==> src/rtl/core/mdpm_pkg.sv <==
package mdpm_pkg;

  // Datapath widths
  localparam int SAMPLE_BITS = 24;
  localparam int GAIN_BITS   = 16;
  localparam int NUM_SLOTS   = 5;
  localparam int SLOT_BITS   = $clog2(NUM_SLOTS);
  localparam int MODE_BITS   = 3;

  // Configuration channel
  localparam int CFG_INDEX_BITS = 8;
  localparam int CFG_DATA_BITS  = 32;

  localparam logic [CFG_INDEX_BITS-1:0] REG_CHANNEL_MODE   = CFG_INDEX_BITS'(0);
  localparam logic [CFG_INDEX_BITS-1:0] REG_CENTRE_LEVEL   = CFG_INDEX_BITS'(1);
  localparam logic [CFG_INDEX_BITS-1:0] REG_SURROUND_LEVEL = CFG_INDEX_BITS'(2);

  // Coded channel layouts
  localparam logic [MODE_BITS-1:0] MODE_DUAL_MONO = 3'd0;
  localparam logic [MODE_BITS-1:0] MODE_1_0       = 3'd1;
  localparam logic [MODE_BITS-1:0] MODE_2_0       = 3'd2;
  localparam logic [MODE_BITS-1:0] MODE_3_0       = 3'd3;
  localparam logic [MODE_BITS-1:0] MODE_2_1       = 3'd4;
  localparam logic [MODE_BITS-1:0] MODE_3_1       = 3'd5;
  localparam logic [MODE_BITS-1:0] MODE_2_2       = 3'd6;
  localparam logic [MODE_BITS-1:0] MODE_3_2       = 3'd7;

  localparam logic [MODE_BITS-1:0] MODE_RESET  = MODE_2_0;
  localparam logic [GAIN_BITS-1:0] LEVEL_RESET = GAIN_BITS'(46341);

  // -3 dB in Q0.32 and +3 dB in Q2.30
  localparam logic [31:0] MINUS3_Q32 = 32'hB504_F334;
  localparam logic [31:0] PLUS3_Q30  = 32'd1518500250;

  localparam logic [32:0] M3_ROUNDED = {1'b0, MINUS3_Q32} + (33'd1 << (31 - GAIN_BITS));
  localparam logic [GAIN_BITS:0] M3_GAIN = (GAIN_BITS+1)'(M3_ROUNDED >> (32 - GAIN_BITS));
  localparam logic [GAIN_BITS:0] GAIN_UNITY = (GAIN_BITS+1)'(1) << GAIN_BITS;
  localparam logic [GAIN_BITS-1:0] GAIN_MAX = '1;

  // Largest magnitude the mix may report
  localparam logic [SAMPLE_BITS-1:0] PEAK_LIMIT = SAMPLE_BITS'(1) << (SAMPLE_BITS - 1);

  typedef logic signed [SAMPLE_BITS-1:0]          sample_t;
  typedef logic [SAMPLE_BITS-1:0]                 level_t;
  typedef logic [GAIN_BITS-1:0]                   gain_t;
  typedef logic [NUM_SLOTS-1:0][GAIN_BITS-1:0]    gain_set_t;

endpackage

==> src/rtl/core/mdpm_cfg_if.sv <==
interface mdpm_cfg_if import mdpm_pkg::*; ();
  logic                      valid;
  logic                      ready;
  logic [CFG_INDEX_BITS-1:0] index;
  logic [CFG_DATA_BITS-1:0]  data;

  modport source (output valid, index, data, input ready);
  modport sink (input valid, index, data, output ready);
endinterface

==> src/rtl/core/mdpm_gain_unit.sv <==
module mdpm_gain_unit import mdpm_pkg::*; (
  input  logic       clk,
  input  logic       rst,
  mdpm_cfg_if.sink   cfg,
  output logic       busy,
  output gain_set_t  mix_gains
);

  localparam int SUM_BITS  = GAIN_BITS + 4;
  localparam int REM_BITS  = 2 * GAIN_BITS + 4;
  localparam int STEP_BITS = $clog2(GAIN_BITS + 1);
  localparam int MUL_BITS  = GAIN_BITS + 32;

  localparam logic [MUL_BITS:0] CEN_HALF = (MUL_BITS+1)'(1) << 29;
  localparam logic [MUL_BITS:0] SUR_HALF = (MUL_BITS+1)'(1) << 31;

  localparam logic [2:0] ST_IDLE = 3'd0;
  localparam logic [2:0] ST_CEN  = 3'd1;
  localparam logic [2:0] ST_SUR  = 3'd2;
  localparam logic [2:0] ST_SUM  = 3'd3;
  localparam logic [2:0] ST_LOAD = 3'd4;
  localparam logic [2:0] ST_DIV  = 3'd5;

  typedef logic [GAIN_BITS:0] wide_gain_t;

  logic [2:0]           state;
  logic [MODE_BITS-1:0] channel_mode;
  gain_t                centre_level;
  gain_t                surround_level;
  wide_gain_t           cen_gain;
  gain_t                sur_gain;
  wide_gain_t           wgain [NUM_SLOTS];
  logic [SUM_BITS-1:0]  gain_sum;
  logic [SLOT_BITS-1:0] slot;
  logic [STEP_BITS-1:0] step;
  logic [REM_BITS-1:0]  rem;
  logic [REM_BITS-1:0]  dsh;
  wide_gain_t           quot;

  gain_t                mul_a;
  logic [31:0]          mul_b;
  logic [MUL_BITS-1:0]  mul_prod;
  logic [MUL_BITS:0]    cen_rnd;
  logic [MUL_BITS:0]    sur_rnd;
  wide_gain_t           g_sel [NUM_SLOTS];
  logic [SUM_BITS-1:0]  sum_sel;
  logic                 div_ge;
  wide_gain_t           quot_next;

  function automatic gain_t sat_gain(input wide_gain_t g);
    return g[GAIN_BITS] ? GAIN_MAX : g[GAIN_BITS-1:0];
  endfunction

  // One multiplier, shared by the centre and surround scaling
  assign mul_a    = (state == ST_CEN) ? centre_level : surround_level;
  assign mul_b    = (state == ST_CEN) ? PLUS3_Q30 : MINUS3_Q32;
  assign mul_prod = mul_a * mul_b;
  assign cen_rnd  = {1'b0, mul_prod} + CEN_HALF;
  assign sur_rnd  = {1'b0, mul_prod} + SUR_HALF;

  always_comb begin
    for (int i = 0; i < NUM_SLOTS; i++) begin
      g_sel[i] = '0;
    end
    case (channel_mode)
      MODE_DUAL_MONO: begin
      end
      MODE_1_0: begin
        g_sel[0] = GAIN_UNITY;
      end
      MODE_2_0: begin
        g_sel[0] = M3_GAIN;
        g_sel[1] = M3_GAIN;
      end
      MODE_3_0: begin
        g_sel[0] = M3_GAIN;
        g_sel[1] = cen_gain;
        g_sel[2] = M3_GAIN;
      end
      MODE_2_1: begin
        g_sel[0] = M3_GAIN;
        g_sel[1] = M3_GAIN;
        g_sel[2] = {1'b0, sur_gain};
      end
      MODE_3_1: begin
        g_sel[0] = M3_GAIN;
        g_sel[1] = cen_gain;
        g_sel[2] = M3_GAIN;
        g_sel[3] = {1'b0, sur_gain};
      end
      MODE_2_2: begin
        g_sel[0] = M3_GAIN;
        g_sel[1] = M3_GAIN;
        g_sel[2] = {1'b0, sur_gain};
        g_sel[3] = {1'b0, sur_gain};
      end
      MODE_3_2: begin
        g_sel[0] = M3_GAIN;
        g_sel[1] = cen_gain;
        g_sel[2] = M3_GAIN;
        g_sel[3] = {1'b0, sur_gain};
        g_sel[4] = {1'b0, sur_gain};
      end
      default: begin
      end
    endcase
    sum_sel = '0;
    for (int i = 0; i < NUM_SLOTS; i++) begin
      sum_sel = sum_sel + SUM_BITS'(g_sel[i]);
    end
  end

  // Restoring division, one quotient bit a cycle
  assign div_ge    = (rem >= dsh);
  assign quot_next = {quot[GAIN_BITS-1:0], div_ge};

  assign busy      = (state != ST_IDLE);
  assign cfg.ready = (state == ST_IDLE);

  always_ff @(posedge clk) begin
    if (rst) begin
      state          <= ST_CEN;
      channel_mode   <= MODE_RESET;
      centre_level   <= LEVEL_RESET;
      surround_level <= LEVEL_RESET;
    end else begin
      case (state)
        ST_IDLE: begin
          if (cfg.valid) begin
            case (cfg.index)
              REG_CHANNEL_MODE: begin
                channel_mode <= cfg.data[MODE_BITS-1:0];
                state        <= ST_CEN;
              end
              REG_CENTRE_LEVEL: begin
                centre_level <= cfg.data[GAIN_BITS-1:0];
                state        <= ST_CEN;
              end
              REG_SURROUND_LEVEL: begin
                surround_level <= cfg.data[GAIN_BITS-1:0];
                state          <= ST_CEN;
              end
              default: begin
              end
            endcase
          end
        end
        ST_CEN:  state <= ST_SUR;
        ST_SUR:  state <= ST_SUM;
        ST_SUM:  state <= (sum_sel > SUM_BITS'(GAIN_UNITY)) ? ST_LOAD : ST_IDLE;
        ST_LOAD: state <= ST_DIV;
        ST_DIV: begin
          if (step == STEP_BITS'(GAIN_BITS)) begin
            state <= (slot == SLOT_BITS'(NUM_SLOTS - 1)) ? ST_IDLE : ST_LOAD;
          end
        end
        default: state <= ST_IDLE;
      endcase
    end
  end

  always_ff @(posedge clk) begin
    case (state)
      ST_CEN: cen_gain <= cen_rnd[30 +: GAIN_BITS+1];
      ST_SUR: sur_gain <= sur_rnd[32 +: GAIN_BITS];
      ST_SUM: begin
        gain_sum <= sum_sel;
        slot     <= '0;
        for (int i = 0; i < NUM_SLOTS; i++) begin
          wgain[i] <= g_sel[i];
        end
        if (sum_sel <= SUM_BITS'(GAIN_UNITY)) begin
          for (int i = 0; i < NUM_SLOTS; i++) begin
            mix_gains[i] <= sat_gain(g_sel[i]);
          end
        end
      end
      ST_LOAD: begin
        rem  <= (REM_BITS'(wgain[slot]) << GAIN_BITS) + REM_BITS'(gain_sum >> 1);
        dsh  <= REM_BITS'(gain_sum) << GAIN_BITS;
        quot <= '0;
        step <= '0;
      end
      ST_DIV: begin
        if (div_ge) begin
          rem <= rem - dsh;
        end
        dsh  <= dsh >> 1;
        quot <= quot_next;
        step <= step + STEP_BITS'(1);
        if (step == STEP_BITS'(GAIN_BITS)) begin
          mix_gains[slot] <= sat_gain(quot_next);
          slot            <= slot + SLOT_BITS'(1);
        end
      end
      default: begin
      end
    endcase
  end

  a_busy_after_reset: assert property (@(posedge clk) rst |=> busy)
    else $error("gain derivation not started after reset");

  a_busy_after_write: assert property (@(posedge clk) disable iff (rst)
    (cfg.valid && cfg.ready && (cfg.index == REG_CHANNEL_MODE ||
      cfg.index == REG_CENTRE_LEVEL || cfg.index == REG_SURROUND_LEVEL)) |=> busy)
    else $error("register write did not start gain derivation");

  a_div_bound: assert property (@(posedge clk) disable iff (rst)
    (state == ST_DIV) |-> ({1'b0, rem} < {dsh, 1'b0}))
    else $error("division remainder out of range");

endmodule

==> src/flat_wrapper.sv <==
// flat-port wrapper written by rule: the top's interface ports become plain ports
module mdpm_gain_unit_flat import mdpm_pkg::*;
  (clk, rst, busy, mix_gains, cfg_valid, cfg_index, cfg_data, cfg_ready);
  mdpm_cfg_if cfg_i ();
  input  logic clk;
  input  logic rst;
  output logic busy;
  output gain_set_t mix_gains;
  input wire logic [$bits(cfg_i.valid)-1:0] cfg_valid;
  input wire logic [$bits(cfg_i.index)-1:0] cfg_index;
  input wire logic [$bits(cfg_i.data)-1:0] cfg_data;
  output wire logic [$bits(cfg_i.ready)-1:0] cfg_ready;
  assign cfg_i.valid = cfg_valid;
  assign cfg_i.index = cfg_index;
  assign cfg_i.data = cfg_data;
  assign cfg_ready = cfg_i.ready;
  mdpm_gain_unit u_core (.clk(clk), .rst(rst), .cfg(cfg_i), .busy(busy), .mix_gains(mix_gains));
endmodule
==> config.mk <==
export PLATFORM = sky130hd
export DESIGN_NAME = mdpm_gain_unit_flat
export DESIGN_NICKNAME = d
export VERILOG_FILES = /design/src/rtl/core/mdpm_pkg.sv /design/src/rtl/core/mdpm_cfg_if.sv /design/src/rtl/core/mdpm_gain_unit.sv /design/src/flat_wrapper.sv
export SDC_FILE = /design/constraint.sdc
export NUM_CORES = 1
export LEC_CHECK = 0
export BUFFER_PORTS_ARGS = -buffer_cell sky130_fd_sc_hd__buf_4
export CORE_MARGIN = 2
export CORE_UTILIZATION = 35
export CTS_CLUSTER_DIAMETER = 150
export CTS_CLUSTER_SIZE = 8
export DETAILED_ROUTE_END_ITERATION = 8
export PLACE_DENSITY_LB_ADDON = 0.1
export SETUP_SLACK_MARGIN = 0.3
export SYNTH_ARGS = -nofsm -noshare
export SYNTH_HDL_FRONTEND = slang
export SYNTH_SLANG_ARGS = --single-unit
==> constraint.sdc <==
create_clock -name clk -period 18.6 [get_ports clk]
set_input_delay 0.93 -clock clk [delete_from_list [all_inputs] [get_ports clk]]
set_output_delay 0.93 -clock clk [all_outputs]
set_load 0.01 [all_outputs]
# Word level (Yosys, flattened, before mapping)
# Memories as Yosys holds them, arrays and structs flattened. A register that Yosys moved wholly into a read port is not among the register bits.
# Index checks and enable logic that the tools add are counted.
[op_classes]
muxes = 35
magnitude_cmp = 5
reduce_logical = 19
mul = 1
addsub = 10
n_eq_ne = 21
[ops]
columns = ["operator", "n"]
rows = [
  ["16-bit 2-to-1 mux", 10],
  ["80-bit 2-to-1 mux", 2],
  ["80-bit one-hot mux with 2 select lines", 1],
  ["36-bit one-hot mux with 2 select lines", 2],
  ["80-bit bitwise mux", 1],
  ["17-bit one-hot mux with 2 select lines", 2],
  ["16-bit one-hot mux with 2 select lines", 2],
  ["20-bit by 16-bit adder with 20-bit output", 3],
  ["48-bit by 32-bit adder with 48-bit output, second input constant", 1],
  ["16-bit demux with 3-bit select", 1],
  ["16-bit by 32-bit multiplier with 48-bit output", 1],
  ["47-bit by 30-bit adder with 47-bit output, second input constant", 1],
  ["36-bit greater-or-equal comparator", 1],
  ["36-bit 2-to-1 mux", 1],
  ["36-bit subtractor", 1],
  ["33-bit by 19-bit adder with 34-bit output", 1],
  ["32-bit 2-to-1 mux", 1],
  ["3-bit equality test, second input constant", 7],
  ["3-bit 2-to-1 mux", 7],
  ["20-bit by 17-bit greater-than comparator with 1-bit output, second input constant", 1],
  ["20-bit by 17-bit <= comparator with 1-bit output, second input constant", 1],
  ["17-bit by 17-bit adder with 18-bit output", 1],
  ["3-bit one-hot mux with 6 select lines", 1],
  ["3-bit AND reduction", 5],
  ["23 further kinds", 36],
]
[word_totals]
mem_count = 1
elab_cells = 109
reg_bits = 267
ramBits = 85
inputBits = 43
[mem_list]
columns = ["name", "depth", "width", "rd", "rd_ports_with_merged_regs", "wr", "line", "text"]
rows = [
  ["u_core.wgain", 5, 17, 1, 1, 5, "mdpm_gain_unit.sv:32", "wide_gain_t wgain [NUM_SLOTS];"],
]

# Logic depth before layout (Yosys ltp)
# Gate-level depths: netlist of run 1.
[logic_depth]
ltp_word = 10
ltp_mapped = 36
ltp_nobuf = 35

# Least setup slack after synthesis of run 1
# OpenSTA, ideal clock, no wires.
[synth_path]
path_type = "register to register"
startpoint = "reg u_core.state[0]"
endpoint = "reg u_core.sur_gain[15] (data pin)"
stages_incl_launch_ff = 34
arrival_time_ps = 8330
setup_slack_ps = 10012
setup_ps = 258
synth_period_minus_slack_ps = 8588
n_path_buf = 3
cell_sequence = "dfxtp_1 > clkbuf_1 > nand2_1 > inv_1 > buf_1 > nand2_1 > nand2_1 > fa_1 > inv_1 > fa_1 > inv_1 > fa_1 > fa_1 > fa_1 > inv_1 > fa_1 > inv_1 > ha_1 > a21oi_1 > o221ai_1 > or4b_4 > nor2_2 > o21ai_0 > xnor2_1 > inv_1 > ha_1 > inv_1 > or2_2 > nor4_1 > and4_1 > buf_2 > mux2i_1 > nand2_1 > xnor2_1"
[synth_between]
elab_chain_cells = 4
word_cells_on_any_way = 5
[synth_lines]
columns = ["item", "line", "text"]
rows = [
  ["from (decl)", "mdpm_gain_unit.sv:26", "logic [2:0] state;"],
  ["from (signal assigned)", "mdpm_gain_unit.sv:150", "ST_SUM: state <= (sum_sel > SUM_BITS'(GAIN_UNITY)) ? ST_LOAD : ST_IDLE;"],
  ["from (signal assigned)", "mdpm_gain_unit.sv:154", "state <= (slot == SLOT_BITS'(NUM_SLOTS - 1)) ? ST_IDLE : ST_LOAD;"],
  ["3-bit by 1-bit equality test with 1-bit output (*)", "mdpm_gain_unit.sv:55, mdpm_gain_unit.sv:56", ""],
  ["16-bit 2-to-1 mux or 32-bit 2-to-1 mux (tied branches)", "mdpm_gain_unit.sv:55, mdpm_gain_unit.sv:56", ""],
  ["16-bit by 32-bit multiplier with 48-bit output (*)", "mdpm_gain_unit.sv:57", "assign mul_prod = mul_a * mul_b;"],
  ["48-bit by 32-bit adder with 48-bit output (*)", "mdpm_gain_unit.sv:59", "assign sur_rnd = {1'b0, mul_prod} + SUR_HALF;"],
  ["net u_core.sur_rnd[47]", "mdpm_gain_unit.sv:44", "logic [MUL_BITS:0] sur_rnd;"],
  ["to (signal assigned)", "mdpm_gain_unit.sv:165", "ST_SUR: sur_gain <= sur_rnd[32 +: GAIN_BITS];"],
  ["to (decl)", "mdpm_gain_unit.sv:31", "gain_t sur_gain;"],
]
# Mark *: on every way through the listed nets, which the timed path passes. The rest lies on a longest branch.
# A chain may end at the register's enable or synchronous reset.

# Worst setup path after layout of run 1
[layout_path]
startpoint = "reg u_core.state[2]"
endpoint = "reg u_core.sur_gain[15] (data pin)"
# The elaborated chain is that of the path after synthesis.

==> results list, run 1 <==
* Outcome: complete, no violations
* Critical path required time: around 19 ns
- Largest net degree at the start of global routing: between 70 and 80
- After layout, the minimum clock period comes to 9.837 ns.
* Synthesized instance count: 2785
- On the critical path, the stage with the largest delay is an instance of or4b_4.
- Headroom to the max-slew limit: 0.1704
- Max Root-Sink Buffers: 3
- Derived from the worst setup path, the maximum achievable clock frequency is slightly above 100 MHz.
- The largest single stage delay on the critical path is 0.53 ns.
- Share of synthesized registers carrying an async set or reset: 0
- Unrepaired setup endpoints after global routing: no
- The worst hold path belongs to the class flip-flop to flip-flop.
* Number of DRC violations after detailed routing: 0
- Via-to-Cell Ratio: 5.043
- Detailed-route wire length on metal 1: 36110 um
* Buffers & Inverters on Critical Path: 10
- TritonCTS clock tree: done
* First-pass GRT wire length: about 130000 um
* Number of placed cells counting well taps: 3915
- The multi-input combinational cells in the finished layout cover a total of about 0.016 mm^2.
- Via Count: 20070
- The number of clock buffers added by TritonCTS is 47.
- 0 antenna diodes ended up in the layout.
- Critical setup path kind: flip-flop to flip-flop
* Number of rows in the core area: 103
- Pins over their slew limit: 0
- After the flow finishes, the layout carries non-filler instances totaling 3980.
- Final worst hold slack: 0.4557 ns
- Synth warnings: 0
- Post-layout nets: about 3500
- For this run, the detailed router's first-pass iteration total came to 6.
* Total core area: 0.07913 mm^2
* Number of buffers inserted for hold repair after clock tree synthesis: 0
* Die Width: 287.0 um
* Cell occurring most often along the worst timing path: inv_1
- Across every metal layer, demand over resource in global routing totals 0.2090.
- Across the routed clock network, the largest skew measured is 0.04241 ns.
* Height of the die: 287.0 um
- Post-CTS setup buffers: 0
* Clock Root Buffer: clkbuf_16
- Estimated wirelength of the detail-placed design: 69120 um
- The H-tree generated during clock tree synthesis spans 2 levels.
* Kind of start point of the critical path: flip-flop
- Arrival time at the worst endpoint: between 10 and 15 ns
- In this run the top signal layer used is met4.
* Library cells used by synthesis: 87
* Share of synthesized area occupied by flip-flops and latches: 0.3441
* Post-DR wirelength/cell: 21.23 um
- Main flop type after synthesis: edfxtp_1
- The final hold violation count is 0.
- Post-Synthesis Cell Area: 0.02804 mm^2
- Number of synthesized register bits: 335
* Number of antenna violations at the first check in global routing: 0
- Average footprint of a synthesized cell: 10.07 um^2
* Peak fanout along the critical path: 24
- Final-layout setup total negative slack: 0 ns
* Post-CTS Resized: 0
- P&R area growth vs syn: 12.31%
* Die area: 0.08239 mm^2
- Initial Utilization: 0.3543
* Number of endpoints failing setup at the final stage: 0
- Counting the fill cells in the layout gives a little under 8000.
- EDFF count, synth: 294
- Met3 wire length: 2939 um
- Number of primary I/O pins: 125
- At the pin with the least slew margin, the transition time is 1.239 ns.
- Clock latency on the worst-skew pair: 0.60 ns
- Area of all sequential standard cells: ~0.0096 mm^2
- Clock-pin slew was measured on the worst setup and hold paths at 0.06 ns.
- Max-Cap Viols: 0
* Category of the worst setup path capture point: flip-flop
* Routability congestion estimate from global placement: 0.9254
- The detail route stage leaves a number of antenna-violating nets equal to 0.
* Period utilization: 0.5289
- Buffers added on ports: 108
- The first routing iteration left 1172 violations.
- After detailed routing, the total wire length is approximately 85000 um.
- Sink count of the clock tree: approximately 340
- Category of cells accounting for the largest share of critical-path delay: adder cells
* Remaining Overflow, GRT: 0
* Share of layout cells above drive strength 1: 0.08020
* Met2 routed WL: 43250 um
* Vias in the first global route: 21230
==> cell type report <==
cell class,count,share of cell area
Multi-Input combinational cell,1874,0.5165
Sequential cell,335,0.3064
Inverter,524,0.06250
Tap cell,1050,0.04172
Clock buffer,62,0.03914
Timing Repair Buffer,132,0.03147
Clock inverter,3,0.002225
==> metal layers <==
| metal | vias up | GRT usage |
|---|---|---|
| met4 | 0 | 0.05820 |
| met5 | - | 0 |
| met1 | 10050 | 0.2694 |
| met3 | 95 | 0.02032 |
| met2 | 423 | 0.3723 |
| li1 | 9506 | - |
==> path summary, 6_finish.rpt <==
check | startpoint | end | slack, ns | cells past startpoint
max reg2reg | u_core.state[2] | u_core.sur_gain[15] | 8.76 | 34
min reg2reg | u_core.surround_level[4] | u_core.surround_level[4] | 0.46 | 2
min | u_core.surround_level[4] | u_core.surround_level[4] | 0.46 | 2
max | u_core.state[2] | u_core.sur_gain[15] | 8.76 | 34
==> cells in the final DEF, fill, tap and decap left out, types with 36 or more instances in the layout <==
| cell | instances |
|---|---|
| nand2_1 | 301 |
| buf_4 | 132 |
| ha_1 | 231 |
| conb_1 | 36 |
| a21o_1 | 43 |
| o21ai_0 | 155 |
| clkbuf_16 | 47 |
| edfxtp_1 | 294 |
| nor2_1 | 133 |
| xnor2_1 | 79 |
| fa_1 | 273 |
| xor2_1 | 39 |
| and2_1 | 37 |
| inv_1 | 522 |
| a21oi_1 | 121 |
| dfxtp_1 | 41 |
==> worst reg2reg max path: cells and delay by family, from the launching register on <==
family,cells,cell delay [ns]
fa+ha+maj,8,3.50
simple gates,10,3.00
buf+inv,10,1.33
compound gates,3,0.83
flops,1,0.44
xor+xnor,2,0.33
mux,1,0.21
==> Yosys cell counts, types with 4 or more instances <==
cell	number	share of area
and2_1	38	0.0085
a21o_1	43	0.012
ha_1	231	0.10
a22oi_1	11	0.0029
nor3_1	34	0.0061
o2bb2ai_1	9	0.0028
mux2i_1	10	0.0036
nor2b_1	18	0.0040
nand2b_1	10	0.0022
a31o_2	5	0.0016
o21ai_0	155	0.028
mux2_2	17	0.0068
nor2_1	133	0.018
a221o_1	7	0.0025
xnor2_1	79	0.025
o211ai_1	10	0.0027
edfxtp_1	294	0.31
o22ai_1	29	0.0065
fa_1	273	0.19
o221ai_1	4	0.0012
nor4_1	10	0.0022
o31ai_1	5	0.0013
a211oi_1	13	0.0035
or3_1	12	0.0027
nor3b_1	13	0.0035
a31oi_1	11	0.0025
inv_1	524	0.070
and3_1	32	0.0071
o2111ai_1	5	0.0016
clkbuf_1	72	0.0096
nand3b_1	17	0.0046
nand4_1	15	0.0033
buf_1	6	0.00080
nand2_1	302	0.040
nand3_1	26	0.0046
dfxtp_1	41	0.029
or2_2	5	0.0011
a21oi_1	122	0.022
o21bai_1	10	0.0027
o21a_1	14	0.0037
xor2_1	39	0.012
a211o_1	5	0.0016
buf_2	7	0.0012
==> sequential cells by signal (all words and copies together) (netlist names), 5 cells and up, named ones only <==
signal                 count
u_core.rem                36
u_core.dsh                35
u_core.sur_gain           16
u_core.surround_level     16
u_core.wgain              67
u_core.step                5
u_core.quot               16
u_core.gain_sum           19
u_core.mix_gains          80
u_core.cen_gain           17
u_core.centre_level       16
==> per-stage QoR <==
step / instance area (um^2) / utilization / worst slack [ns]
floorplan: 28170 / - / 10.01
global placement: 30190 / 0.3815 / 8.662
detailed placement: 30190 / 0.3815 / 8.608
CTS: 31490 / 0.3980 / 8.630
global route: 31490 / 0.3980 / 7.951
finish: 31490 / 0.3980 / 8.763
==> cells by family (layout without fill, tap and decap cells) <==
family / count (synthesis) / count (layout) / synth area share
compound gates: 497 / 497 / 0.1105
fa+ha+maj: 504 / 504 / 0.2980
mux: 27 / 27 / 0.01040
flops: 335 / 335 / 0.3441
xor+xnor: 119 / 119 / 0.03744
buf+inv: 610 / 721 / 0.08224
simple gates: 691 / 691 / 0.1170
other cells: 2 / 36 / 0.0002678
Power of run 1 is left out: the tool's default activity adds up to more than one toggle a clock period on the data nets, which glitch-free logic cannot reach.
==> run 2: changes to the inputs <==
- ABC_AREA: default -> 1
- clock period: 18.6 -> 8 ns (I/O delays scaled with it)
==> run 2 against run 1 <==
Against the previous run:
- first-iteration DRC count up 31%
- worst setup slack worse by 8.1 ns
- global-route usage up 1.8 points
- hold slack worse by 0.40 ns
- count of clock-buffer cells in the layout up 12
- routed wire length up 17%
- synthesized cell count up 27%
- core utilization up 0.33 points
==> results list, run 2 <==
- Main flop type after synthesis: edfxtp_1
* Post-layout nets: 4254 (+23%)
- The cell area after synthesis came to 0.03001 mm^2 (+7.0%).
- The number of antenna violations at the first check in global routing is 3 (+3).
- Setup repair after global routing could not meet its margin everywhere.
- Sink count of the clock tree: 335 (unchanged)
- Buffers added on ports: 108 (unchanged)
- Largest net degree at the start of global routing: 82 (+6.5%)
* Registers with the most flip-flops: u_core.mix_gains x80, u_core.wgain x67, u_core.rem x36
- Max H-tree Level: 2 (unchanged)
- Buffers & Inverters on Critical Path: 12 (+2)
- Largest cells by area after synthesis: edfxtp_1 (29%), fa_1 (18%), inv_1 (10%), ha_1 (9.6%), nand2_1 (8.4%)
* Synthesized instance count: 3532 (+27%)
- Antenna violation net count after detailed routing: 0 (unchanged)
- Routed Wire Length: 99020 um (+17%)
- The required time reported for the critical path endpoint is 8.33 ns (-10.62 ns).
* Critical setup path kind: flip-flop to flip-flop
* TritonCTS clock tree: done
* Total count of hold-check failures in the final report: 0 (unchanged)
- Area of all sequential standard cells: 0.009651 mm^2 (about the same)
* Post-DR wirelength/cell: 20.30 um (-4.4%)
* Total core area: 0.08501 mm^2 (+7.4%)
- First-pass GRT wire length: 149900 um (+15%)
* Antenna fix cells: 0 (unchanged)
* Max Root-Sink Buffers: 3 (unchanged)
- The worst hold path belongs to the class input pin to flip-flop.
* Number of endpoints failing setup at the final stage: 0 (unchanged)
- Clock latency on the worst-skew pair: 0.59 ns (about the same)
- P&R area growth vs syn: 13.68%
* Detailed Route Iter0 Violations: 1541 (+31%)
- Clock Root Buffer: clkbuf_16
* Initial Utilization: 0.3530 (-0.001346)
- Max-Cap Viols: 0 (unchanged)
- Multi-input gate area: 0.01731 mm^2 (+6.4%)
- Pins over their slew limit: 0 (unchanged)
* Share of layout cells above drive strength 1: 0.09989 (+0.01969)
* Yosys top cell area share: 0.2942 (-0.02068)
- The HPWL reported at the end of detailed placement was 81110 um (+17%).
- The highest clock rate came to 135.6 MHz (+33%).
- In the layout the commonest cells are inv_1 (802), nand2_1 (652), nor2_1 (303).
* Category of cells accounting for the largest share of critical-path delay: adder cells
- Headroom to the max-slew limit: 0.1630 (-0.007420)
- Peak fanout along the critical path: 20 (-17%)
- Pre-Repair DR Iteration Count: 5 (-1)
* Share of synthesized registers carrying an async set or reset: 0 (unchanged)
* Most common library cell in the layout ignoring fill and taps: inv_1
- The arrival time reported for the critical path endpoint came to 7.71 ns (-2.47 ns).
- The total grt overflow is 0 (unchanged).
* Number of synthesized register bits: 335 (unchanged)
- The number of distinct standard cells referenced by the synthesized netlist is 61 (-30%).
* Number of primary I/O pins: 125 (unchanged)
- u_core.mix_gains holds more flip-flops than any other register.
* Via Count: 23180 (+15%)
* Die area: 0.08810 mm^2 (+6.9%)
* Outcome: complete, no violations
* Routability congestion estimate from global placement: 0.9189 (-0.70%)
- In the post-synthesis netlist, the cell with the most instances is inv_1.
* CTS Buf Count: 48 (+2.1%)
- The row count is 107 (+3.9%).
- Post-layout min period: 7.375 ns (-2.462 ns)
* Synth warnings: 0 (unchanged)
* Post-route clock skew: 0.02256 ns (-0.01986 ns)
- Category of the worst setup path capture point: flip-flop
- Among the stages of the critical path, the cell type that occurs most often is inv_1.
* Height of the die: 296.8 um (+3.4%)
- The share of synthesized area occupied by flip-flops and latches is 0.3215 (-0.02260).
- Max FFs per register: 80 (unchanged)
* Number of DRC violations after detailed routing: 0 (unchanged)
- Final-layout setup total negative slack: 0 ns (unchanged)
* Average footprint of a synthesized cell: 8.496 um^2 (-16%)
* Largest incremental delay on the critical path: 0.61 ns (+0.08 ns)
- Filler Cells Inserted: 8807 (+12%)
- The commonest cells after synthesis are inv_1 (807), nand2_1 (673), nor2_1 (317), edfxtp_1 (294), fa_1 (273).
- Clk pin slew, worst setup/hold paths: 0.06 ns (about the same)
- The largest total area in the synthesized netlist belongs to edfxtp_1.
* Kind of start point of the critical path: flip-flop
* Via-to-Cell Ratio: 4.752 (-5.8%)
- The overall global routing resource usage was 0.2272 (+0.01816).
* EDFF count, synth: 294 (unchanged)
* Period utilization: 0.9218 (+0.3930)
* Vias in the first global route: 23880 (+12%)
- Slew at the pin with the worst max-slew slack: 1.242 ns (+0.003782 ns)
- Slowest stage cell on the critical path: fa_1
- Die Width: 296.8 um (+3.4%)
-- run 2: changes by cell type after synthesis, sizes merged, moves of 17 or more --
cell,before,now
nand2,302,694
inv,524,818
nor2,134,351
o21ai,158,249
nand3,27,109
xnor2,80,22
and2,42,2
a21o,43,7
a21oi,122,156
and3,32,2
nor2b,19,1
mux2,17,0
-- run 2: repair_timing --
item / 4_1_cts / 5_1_grt
resized for setup: 2 / 65
hold buffers: 1 / 0
pin swaps: 0 / 10
setup endpoints to repair: 4 / 26
setup buffers: 0 / 8
hold endpoints to repair: 1 / 0
gates cloned: 0 / 1
-- run 2: final timing paths --
| kind | start | end | slack, ns | depth (start not counted) |
|---|---|---|---|---|
| worst max-delay path | u_core.state[0] | u_core.cen_gain[15] | 0.63 | 36 |
| worst min-delay path | cfg_data[11] | u_core.surround_level[11] | 0.06 | 3 |
| worst max register to register | u_core.state[0] | u_core.cen_gain[15] | 0.63 | 36 |
| worst min register to register | u_core.centre_level[4] | u_core.centre_level[4] | 0.48 | 2 |
-- run 2: cells by family (layout without fill, tap and decap cells) --
logic type | after synthesis | in the layout | synth area share
simple gates | 1232 | 1232 | 0.1736
xor+xnor | 72 | 72 | 0.02126
mux | 1 | 1 | 0.0003336
buf+inv | 891 | 1059 | 0.1128
compound gates | 495 | 495 | 0.09177
other cells | 2 | 36 | 0.0002503
flops | 335 | 335 | 0.3215
fa+ha+maj | 504 | 504 | 0.2784
-- run 2: area by class of cell --
class	count	area share
Timing Repair Buffer	162	0.03660
Clock inverter	3	0.001394
Tap cell	1144	0.04196
Multi-Input combinational cell	2340	0.5073
Clock buffer	74	0.03932
Inverter	820	0.09052
Sequential cell	335	0.2829
-- run 2: through the flow --
step | hold WS, ns | cell area [um^2] | worst slack (ns) | instances | utilization
2_1_floorplan | 0.4292 | 30140 | 1.008 | 3566 | -
3_3_place_gp | 0.4615 | 32460 | 0.2951 | 4791 | 0.3818
3_5_place_dp | 0.4583 | 32460 | 0.2358 | 4791 | 0.3818
4_1_cts | 0.02916 | 33870 | 0.3137 | 4869 | 0.3984
5_1_grt | 0.04498 | 34110 | 0.2674 | 4878 | 0.4013
6_report | 0.05636 | 34110 | 0.6253 | 4878 | 0.4013
-- run 2: tightest hold or removal path, delay by kind of cell --
kind | cells | cell delay, ns
and+or+nand+nor | 2 | 0.12
buffers and inverters | 1 | 0.09
-- run 2: layer usage --
metal,global-route usage,vias up,part of all wire
met5,0,-,0
met4,0.06708,0,0.030
met3,0.03087,130,0.044
met2,0.3837,477,0.48
met1,0.3028,11160,0.45
li1,-,11420,-
Power of run 2 is left out for the same reason.
